## config.mk

```make
export PLATFORM = sky130hd
export DESIGN_NAME = encoder_detent_and_button_events_top
export DESIGN_NICKNAME = d
export VERILOG_FILES = /design/src/hw/rtl/edbe_pkg.sv /design/src/hw/rtl/edbe_alu.sv /design/src/hw/rtl/encoder_detent_and_button_events_top.sv
export SDC_FILE = /design/constraint.sdc
export NUM_CORES = 1
export LEC_CHECK = 0
export BUFFER_PORTS_ARGS = -buffer_cell sky130_fd_sc_hd__buf_2
export CORE_MARGIN = 2
export CORE_UTILIZATION = 60
export DETAILED_ROUTE_END_ITERATION = 16
export PLACE_DENSITY_LB_ADDON = 0.3
export SYNTH_ARGS = -nofsm -noshare
export SYNTH_HDL_FRONTEND = slang
export SYNTH_HIERARCHICAL = 1
export SYNTH_SLANG_ARGS = --single-unit
```

## constraint.sdc

```tcl
create_clock -name i_clk -period 7.6 [get_ports i_clk]
set_input_delay 0.38 -clock i_clk [delete_from_list [all_inputs] [get_ports i_clk]]
set_output_delay 0.38 -clock i_clk [all_outputs]
set_load 0.02 [all_outputs]
```

## src/hw/rtl/edbe_pkg.sv

```systemverilog
// Package for the encoder detent and button event block.
// Holds event codes, register indexes, reset values and the shared adder width.
// No dependencies.
`default_nettype none

package edbe_pkg;

    // Event codes carried on the result channel
    typedef logic [1:0] t_event;
    localparam t_event EV_CW    = 2'd0;
    localparam t_event EV_CCW   = 2'd1;
    localparam t_event EV_CLICK = 2'd2;
    localparam t_event EV_LONG  = 2'd3;

    // Register indexes (byte address / 4)
    typedef logic [1:0] t_reg_idx;
    localparam t_reg_idx REG_STEPS    = 2'd0;
    localparam t_reg_idx REG_DEBOUNCE = 2'd1;
    localparam t_reg_idx REG_LONG     = 2'd2;
    localparam t_reg_idx REG_CLICK    = 2'd3;

    localparam logic [7:0]  RST_STEPS    = 8'd4;
    localparam logic [15:0] RST_DEBOUNCE = 16'd30;
    localparam logic [15:0] RST_LONG     = 16'd800;
    localparam logic [15:0] RST_CLICK    = 16'd500;

    localparam int DEF_MAX_DETENT_EVENTS = 15;
    localparam int DEF_TIME_WIDTH        = 32;

    // Shared adder: 32-bit signed operands plus one guard bit
    localparam int ALU_W = 33;

    typedef struct packed {
        logic neg;
        logic zero;
    } t_alu_flags;

endpackage

`default_nettype wire

```

## src/hw/rtl/edbe_alu.sv

```systemverilog
// Shared add/subtract unit of the encoder detent and button event block.
// Depends on edbe_pkg.
`default_nettype none

module edbe_alu
    import edbe_pkg::*;
(
    input  wire logic [ALU_W-1:0] i_a,
    input  wire logic [ALU_W-1:0] i_b,
    input  wire logic             i_sub,
    output logic      [ALU_W-1:0] o_y,
    output t_alu_flags            o_flags
);

    always_comb begin
        o_y           = i_sub ? (i_a - i_b) : (i_a + i_b);
        o_flags.neg   = o_y[ALU_W-1];
        o_flags.zero  = (o_y == '0);
    end

endmodule

`default_nettype wire

```

## src/hw/rtl/encoder_detent_and_button_events_top.sv

```systemverilog
// Top level of the encoder detent and button event block: sequencer, state,
// registers and result register. Depends on edbe_pkg and edbe_alu.
//
//  channel  | direction | handshake          | payload
//  ---------+-----------+--------------------+---------------------------------------
//  tick     | in        | i_valid / o_stall  | i_enc_position, i_button_level, i_now_ms
//  event    | out       | o_valid / i_stall  | o_event_code, o_last_of_run
//  config   | in        | APB psel/penable   | paddr, pwdata, prdata, pready
//
// o_stall is high while the sequencer steps through DIFF, ACC, BT1, BT2 (only when
// the button level has settled), ROT (once more per detent event emitted, at most
// MAX_DETENT_EVENTS), BTN and FLUSH; all sums use the single shared 33-bit adder.
// A stalled result register holds the sequencer where it would push a beat.
// Reset is synchronous, active low; it restores the config registers and the state.
// o_stall drops at ST_IDLE, after any last beat of the tick enters the result register.
`default_nettype none

module encoder_detent_and_button_events_top
    import edbe_pkg::*;
#(
    parameter int MAX_DETENT_EVENTS = DEF_MAX_DETENT_EVENTS,
    parameter int TIME_WIDTH        = DEF_TIME_WIDTH
) (
    input  wire logic        i_clk,
    input  wire logic        i_rst_n,
    // tick channel
    input  wire logic        i_valid,
    output logic             o_stall,
    input  wire logic [31:0] i_enc_position,
    input  wire logic        i_button_level,
    input  wire logic [31:0] i_now_ms,
    // event channel
    output logic             o_valid,
    input  wire logic        i_stall,
    output logic [1:0]       o_event_code,
    output logic             o_last_of_run,
    // configuration port
    input  wire logic        psel,
    input  wire logic        penable,
    input  wire logic        pwrite,
    input  wire logic [3:0]  paddr,
    input  wire logic [31:0] pwdata,
    output logic      [31:0] prdata,
    output logic             pready
);

    localparam int CNT_W = $clog2(MAX_DETENT_EVENTS + 1);
    localparam logic [CNT_W-1:0] CNT_MAX = CNT_W'(MAX_DETENT_EVENTS);
    localparam int TPAD = ALU_W - TIME_WIDTH;

    // Sequencer states
    localparam logic [2:0] ST_IDLE  = 3'd0;
    localparam logic [2:0] ST_DIFF  = 3'd1;
    localparam logic [2:0] ST_ACC   = 3'd2;
    localparam logic [2:0] ST_BT1   = 3'd3;
    localparam logic [2:0] ST_BT2   = 3'd4;
    localparam logic [2:0] ST_ROT   = 3'd5;
    localparam logic [2:0] ST_BTN   = 3'd6;
    localparam logic [2:0] ST_FLUSH = 3'd7;

    // ------------------------------------------------------------------
    // Configuration registers
    // ------------------------------------------------------------------
    logic [7:0]  r_steps;
    logic [15:0] r_debounce;
    logic [15:0] r_long;
    logic [15:0] r_click;
    logic        w_cfg_wr;

    assign pready   = 1'b1;
    assign w_cfg_wr = psel && penable && pwrite;

    always_ff @(posedge i_clk) begin
        if (!i_rst_n) begin
            r_steps    <= RST_STEPS;
            r_debounce <= RST_DEBOUNCE;
            r_long     <= RST_LONG;
            r_click    <= RST_CLICK;
        end else if (w_cfg_wr) begin
            unique case (t_reg_idx'(paddr[3:2]))
                REG_STEPS:    r_steps    <= pwdata[7:0];
                REG_DEBOUNCE: r_debounce <= pwdata[15:0];
                REG_LONG:     r_long     <= pwdata[15:0];
                REG_CLICK:    r_click    <= pwdata[15:0];
                default:      ;
            endcase
        end
    end

    always_comb begin
        unique case (t_reg_idx'(paddr[3:2]))
            REG_STEPS:    prdata = {24'd0, r_steps};
            REG_DEBOUNCE: prdata = {16'd0, r_debounce};
            REG_LONG:     prdata = {16'd0, r_long};
            REG_CLICK:    prdata = {16'd0, r_click};
            default:      prdata = '0;
        endcase
    end

    // A zero detent size behaves as one count per detent
    logic [7:0] w_step;
    assign w_step = (r_steps == 8'd0) ? 8'd1 : r_steps;

    // ------------------------------------------------------------------
    // Block state and latched tick
    // ------------------------------------------------------------------
    logic [2:0]            r_state, n_state;
    logic [31:0]           r_pos;
    logic                  r_pressed;
    logic [TIME_WIDTH-1:0] r_now;
    logic [31:0]           r_prev;
    logic [31:0]           r_diff;
    logic [31:0]           r_acc;
    logic [CNT_W-1:0]      r_cnt;
    logic                  r_pend;
    logic [TIME_WIDTH-1:0] r_ct;
    logic                  r_stable;
    logic [TIME_WIDTH-1:0] r_press;
    logic                  r_lf;
    logic                  r_aw;
    logic                  r_rose;
    logic                  r_btnv;
    t_event                r_btncode;
    // held beat: the newest event, sent once the next one (or none) is known
    logic                  r_hv;
    t_event                r_hcode;
    // result register
    logic                  r_ov;
    t_event                r_ocode;
    logic                  r_olast;

    // ------------------------------------------------------------------
    // Shared adder operand selection
    // ------------------------------------------------------------------
    logic [ALU_W-1:0]      w_a, w_b, w_y;
    logic                  w_sub;
    t_alu_flags            w_flags;
    logic [TIME_WIDTH-1:0] w_ct_eff;
    logic [TIME_WIDTH-1:0] w_dt;

    // A level change restarts the debounce window at this tick
    assign w_ct_eff = (r_pressed != r_pend) ? r_now : r_ct;
    assign w_dt     = w_y[TIME_WIDTH-1:0];

    always_comb begin
        w_a   = '0;
        w_b   = '0;
        w_sub = 1'b0;
        unique case (r_state)
            ST_DIFF: begin
                w_a   = {1'b0, r_pos};
                w_b   = {1'b0, r_prev};
                w_sub = 1'b1;
            end
            ST_ACC: begin
                w_a = {r_acc[31], r_acc};
                w_b = {r_diff[31], r_diff};
            end
            ST_BT1: begin
                w_a   = {{TPAD{1'b0}}, r_now};
                w_b   = {{TPAD{1'b0}}, w_ct_eff};
                w_sub = 1'b1;
            end
            ST_BT2: begin
                w_a   = {{TPAD{1'b0}}, r_now};
                w_b   = {{TPAD{1'b0}}, r_press};
                w_sub = 1'b1;
            end
            ST_ROT: begin
                // move toward zero: subtract when positive, add when negative
                w_a   = {r_acc[31], r_acc};
                w_b   = {{(ALU_W-8){1'b0}}, w_step};
                w_sub = !r_acc[31];
            end
            default: ;
        endcase
    end

    edbe_alu u_alu (
        .i_a     (w_a),
        .i_b     (w_b),
        .i_sub   (w_sub),
        .o_y     (w_y),
        .o_flags (w_flags)
    );

    // ------------------------------------------------------------------
    // Decisions of the current step
    // ------------------------------------------------------------------
    logic       w_out_free;
    logic       w_accept;
    logic       w_hit;
    logic       w_settled;
    logic       w_long_hit;
    logic       w_click_hit;
    logic       w_push;
    t_event     w_pcode;
    logic       w_plast;
    logic       w_hold_wait;
    logic [31:0] w_sat;

    assign w_out_free = !r_ov || !i_stall;
    assign w_accept   = i_valid && !o_stall;
    assign o_stall    = (r_state != ST_IDLE);

    // Detent found: acc >= step when positive, acc <= -step when negative
    assign w_hit = (r_cnt < CNT_MAX) &&
                   (r_acc[31] ? (w_flags.neg || w_flags.zero) : !w_flags.neg);

    // Saturate the 33-bit accumulator sum to signed 32 bits
    always_comb begin
        if (w_y[32] != w_y[31]) begin
            w_sat = w_y[32] ? 32'h8000_0000 : 32'h7FFF_FFFF;
        end else begin
            w_sat = w_y[31:0];
        end
    end

    assign w_settled   = (w_dt >= {{(TIME_WIDTH-16){1'b0}}, r_debounce});
    assign w_long_hit  = r_stable && !r_lf && !r_aw &&
                         (w_dt >= {{(TIME_WIDTH-16){1'b0}}, r_long});
    assign w_click_hit = r_rose && !r_lf &&
                         (w_dt >= {{(TIME_WIDTH-16){1'b0}}, r_debounce}) &&
                         (w_dt <  {{(TIME_WIDTH-16){1'b0}}, r_click});

    // A new event wants the held slot but the held beat cannot leave yet
    assign w_hold_wait = r_hv && !w_out_free;

    always_comb begin
        n_state = r_state;
        w_push  = 1'b0;
        w_pcode = r_hcode;
        w_plast = 1'b0;
        unique case (r_state)
            ST_IDLE:  if (w_accept) n_state = ST_DIFF;
            ST_DIFF:  n_state = ST_ACC;
            ST_ACC:   n_state = ST_BT1;
            ST_BT1:   n_state = w_settled ? ST_BT2 : ST_ROT;
            ST_BT2:   n_state = ST_ROT;
            ST_ROT: begin
                if (!w_hit) begin
                    n_state = ST_BTN;
                end else if (!w_hold_wait) begin
                    w_push = r_hv;
                end
            end
            ST_BTN: begin
                if (!r_btnv) begin
                    n_state = ST_FLUSH;
                end else if (!w_hold_wait) begin
                    w_push  = r_hv;
                    n_state = ST_FLUSH;
                end
            end
            ST_FLUSH: begin
                if (!r_hv) begin
                    n_state = ST_IDLE;
                end else if (w_out_free) begin
                    w_push  = 1'b1;
                    w_plast = 1'b1;
                    n_state = ST_IDLE;
                end
            end
            default:  n_state = ST_IDLE;
        endcase
    end

    // ------------------------------------------------------------------
    // Registers
    // ------------------------------------------------------------------
    always_ff @(posedge i_clk) begin
        if (!i_rst_n) begin
            r_state  <= ST_IDLE;
            r_prev   <= '0;
            r_acc    <= '0;
            r_cnt    <= '0;
            r_pend   <= 1'b0;
            r_ct     <= '0;
            r_stable <= 1'b0;
            r_press  <= '0;
            r_lf     <= 1'b0;
            r_aw     <= 1'b0;
            r_rose   <= 1'b0;
            r_btnv   <= 1'b0;
            r_hv     <= 1'b0;
            r_ov     <= 1'b0;
        end else begin
            r_state <= n_state;

            // result register: load on push, drop once taken
            if (w_push) begin
                r_ov <= 1'b1;
            end else if (!i_stall) begin
                r_ov <= 1'b0;
            end

            unique case (r_state)
                ST_IDLE: begin
                    if (w_accept) begin
                        r_cnt  <= '0;
                        r_btnv <= 1'b0;
                        r_rose <= 1'b0;
                    end
                end
                ST_DIFF: begin
                    r_diff <= w_y[31:0];
                    r_prev <= r_pos;
                end
                ST_ACC: r_acc <= w_sat;
                ST_BT1: begin
                    r_pend <= r_pressed;
                    r_ct   <= w_ct_eff;
                    if (w_settled) begin
                        r_stable <= r_pressed;
                        r_rose   <= r_stable && !r_pressed;
                        // fresh press: start timing the hold
                        if (!r_stable && r_pressed && !r_aw) begin
                            r_press <= r_now;
                            r_lf    <= 1'b0;
                        end
                    end
                end
                ST_BT2: begin
                    if (w_long_hit) begin
                        r_btnv    <= 1'b1;
                        r_btncode <= EV_LONG;
                        r_lf      <= 1'b1;
                        r_aw      <= 1'b1;
                    end
                    if (r_rose) begin
                        if (w_click_hit) begin
                            r_btnv    <= 1'b1;
                            r_btncode <= EV_CLICK;
                        end
                        r_lf <= 1'b0;
                        r_aw <= 1'b0;
                    end
                end
                ST_ROT: begin
                    if (w_hit && !w_hold_wait) begin
                        r_acc   <= w_y[31:0];
                        r_cnt   <= r_cnt + 1'b1;
                        r_hv    <= 1'b1;
                        r_hcode <= r_acc[31] ? EV_CW : EV_CCW;
                    end
                end
                ST_BTN: begin
                    if (r_btnv && !w_hold_wait) begin
                        r_hv    <= 1'b1;
                        r_hcode <= r_btncode;
                    end
                end
                ST_FLUSH: begin
                    if (w_push) r_hv <= 1'b0;
                end
                default: ;
            endcase
        end
    end

    // Payload registers: latched tick and outgoing beat
    always_ff @(posedge i_clk) begin
        if (w_accept) begin
            r_pos     <= i_enc_position;
            r_pressed <= !i_button_level;
            r_now     <= i_now_ms[TIME_WIDTH-1:0];
        end
        if (w_push) begin
            r_ocode <= w_pcode;
            r_olast <= w_plast;
        end
    end

    assign o_valid       = r_ov;
    assign o_event_code  = r_ocode;
    assign o_last_of_run = r_olast;

`ifndef SYNTHESIS
    // detent count per tick never passes the cap
    a_cnt_cap: assert property (@(posedge i_clk) disable iff (!i_rst_n)
        r_cnt <= CNT_MAX)
        else $error("detent counter beyond cap");

    // an accepted tick keeps the input side stalled in the next cycle
    a_busy_after_accept: assert property (@(posedge i_clk) disable iff (!i_rst_n)
        (i_valid && !o_stall) |=> o_stall)
        else $error("input not stalled after accepted beat");

    // no beat is left waiting in the held slot once the sequencer is idle
    a_idle_empty: assert property (@(posedge i_clk) disable iff (!i_rst_n)
        (r_state == ST_IDLE) |-> !r_hv)
        else $error("held beat left behind at idle");

    // a stalled result beat stays valid and keeps its payload
    a_out_hold: assert property (@(posedge i_clk) disable iff (!i_rst_n)
        (o_valid && i_stall) |=>
            (o_valid && $stable(o_event_code) && $stable(o_last_of_run)))
        else $error("stalled result beat changed");
`endif

endmodule

`default_nettype wire
```

==> run metrics <==
Reg2Reg Depth=35; routability cong.=0.935; clock skew=0.0173 ns; pre-CTS setup slack=0.238 ns; Synth area leaders=dfxtp_1 (23%), edfxtp_1 (18%), nand2_1 (7.3%); Worst-Skew Late Latency=0.58 ns; vias in the first global route=15500; number of synthesized register bits=303; CP Launch Type=flip-flop; WP depth=35; Initial DRT Pass Iterations=6; clock sinks=303; gr ovfl total=0; worst slew pin tran=1.15 ns; CTS tree=yes; Vias/cell=6.19; CP top delay family=simple AND/OR/NAND/NOR gates; Clock transition at path regs=0.06 ns; CTS max path bufs=3; final critical-path share of the clock period=95.9%; dominant synthesized flop cell=dfxtp_1; die area=0.0300 sq mm; layout cells sized above 1=13.9%; adder-cell share of the synthesized area=6.23%; post-synthesis compound-gate area fraction=21.8%; wire per inst=20.3 um; Crit Path Class=reg2reg; Buf/Inv on CP=7; critical path's most frequent cell=buf_4; CP endpoint kind=flip-flop; yosys warns=6; DP Area=0.0185 sq mm; P_sw=2840 uW; TNS Setup=0 ns; Mean Syn Cell Area=8.86 sq um; Pint=4140 uW; final setup violation count=0; Post-synth EDFFs=104; asr flop ratio synth=0%; first-pass GRT wire length=81500 um; Hold Path Origin=i_enc_position[2]; Root Driver=clkbuf_16; Fillers=2121; Reg-to-Reg End=r_acc[11]$_SDFFE_PN0P_; Simple-Gate Fraction of Synth Area=16.8%; row cnt=61; Clock power frac=22.2%; Hold Path Stages=1; Post-layout nets=2313; Achievable Freq=137 MHz; post-route cell area=0.0203 sq mm; initial antenna violation count=0; switching share of power=40.8%; leak pwr=0.00782 uW; Mapped Area=0.0172 sq mm; post-route ant nets=0; post-synthesis mux area share=5.30%; Reg2Reg Setup Slack=0.31 ns; Hold Vio Cnt, Final=0; Crit path largest cell delay=0.53 ns; status=completed; dpl hpwl=33700 um; Yosys top cell area share=23.2%; count leader, synth=nand2_1; Max stage delay cell, worst path=or4_1; io pins=146; Final Core Density=72.3%; Slew Limit Fails=0; largest net degree at the start of global routing=119; Unique masters post-synth=80; Initial Utilization=61.4%; launching point of the worst reg2reg path=r_pressed$_DFFE_PP_; Core Footprint=0.0280 sq mm; Overall Global Routing Usage=33.3%; die width=173 um; Worst Path Arrival=7.74 ns; CTS buffer count=31; Synth Area in XOR/XNOR=3.41%; Worst slew margin=23.3%; P per Cell Area=344 mW/mm^2; synth-to-layout area growth=17.8%; critical path required time=8.05 ns; iteration-0 DRC count of the detailed router=1577; share of power burned in registers=28.3%; register area share after synthesis=41.3%; list of most frequent post-synthesis cells=nand2_1 (333), dfxtp_1 (199), nor2_1 (140); largest family of logic cells by synthesized area=compound AO/OA/AOI/OAI gates; area leader, netlist=dfxtp_1; port buffer count=110; CTS H-tree lvls=1; Die Span Y=173 um; VDD IR max=239 uV; maxcap violations=0; Setup WS post-layout=0.310 ns; Comb pwr share=49.5%; total wire length=51200 um; Hold EP=r_pos[2]$_DFFE_PP_; Max FO, Critical Path=16; residual DRC count=0; worst hold path type=in2reg; Gate Count Post-Synth=1940; via count=15600; fin crit period=7.29 ns
logic make-up (layout without fill, tap and decap cells):
kind of cell,Yosys count,count (layout)
AO/OA/AOI/OAI,554,554
other,2,18
AND/OR/NAND/NOR,643,643
buffers and inverters,205,395
adder cells (fa/ha/maj),85,85
multiplexers,81,81
flip-flops,303,303
XOR/XNOR,67,67
power by group through the flow:
stage	sequential [uW]	combinational, uW	clock, uW
CTS	1970	3340	1560
global route	1980	3780	1620
floorplan	1970	2170	0
finish	1970	3450	1550
global placement	2000	3220	0
detailed placement	2000	3290	0
state kept, by name (all words and copies together) (netlist names), 2 cells and up:
signal,count
o_event_code,2
r_acc,32
r_btncode,2
r_click,16
r_cnt,4
r_ct,32
r_debounce,16
r_diff,32
r_hcode,2
r_long,16
r_now,32
r_pos,32
r_press,32
r_prev,32
r_state,3
r_steps,8
placed cells by master, fill, tap and decap left out, drive strengths merged, types with 48 or more instances in the layout:
| cell type | instances |
|---|---|
| xnor2 | 48 |
| nand2 | 333 |
| clkbuf | 49 |
| edfxtp | 104 |
| dlygate4sd3 | 63 |
| dfxtp | 199 |
| buf | 204 |
| a22oi | 64 |
| a21oi | 127 |
| inv | 70 |
| o21ai | 88 |
| mux2i | 73 |
| ha | 84 |
| nor2 | 140 |
| nor2b | 49 |
| a21boi | 103 |
cell type report:
class	count	area, sq um	area share (%)
antenna	1	2.50	0.0123
clock buffer	48	901	4.45
clock inverter	10	126	0.624
inverter	69	259	1.28
multi-input combinational	1447	9380	46.3
sequential	303	7110	35.1
tap	378	473	2.33
timing repair buffer	268	2010	9.91
through the flow:
| step | std cells | hold WS [ns] | power, uW |
|---|---|---|---|
| after floorplan | 1955 | 0.400 | 4140 |
| after global placement | 2397 | 0.401 | 5220 |
| after detailed placement | 2397 | 0.406 | 5290 |
| after CTS | 2517 | 0.00107 | 6870 |
| after global routing | 2523 | 0.00532 | 7390 |
| final | 2524 | 0.0202 | 6980 |
routing by layer:
| layer | GRT usage [%] | up-vias | wire length, um |
|---|---|---|---|
| met5 | 0 | - | 0 |
| met3 | 4.54 | 134 | 4000 |
| li1 | - | 7299 | - |
| met1 | 45.0 | 7439 | 21600 |
| met4 | 11.7 | 0 | 1650 |
| met2 | 55.1 | 739 | 24000 |
how the worst max path moves through the flow:
stage	startpoint	end
2_1_floorplan	r_state[1]$_SDFFE_PN0P_	r_acc[10]$_SDFFE_PN0P_
3_3_place_gp	r_state[0]$_SDFFE_PN0P_	r_acc[16]$_SDFFE_PN0P_
3_5_place_dp	r_state[0]$_SDFFE_PN0P_	r_acc[11]$_SDFFE_PN0P_
4_1_cts	r_state[0]$_SDFFE_PN0P_	r_acc[11]$_SDFFE_PN0P_
5_1_grt	r_pressed$_DFFE_PP_	r_acc[11]$_SDFFE_PN0P_
6_report	r_pressed$_DFFE_PP_	r_acc[11]$_SDFFE_PN0P_
what timing repair did:
action,CTS,global route
hold buffers,62,1
endpoints found under the setup margin,0,83
endpoints found under the hold margin,62,1
buffers inserted,0,4
resized for setup,0,23
Note: power is estimated with default switching activity, not from simulation.
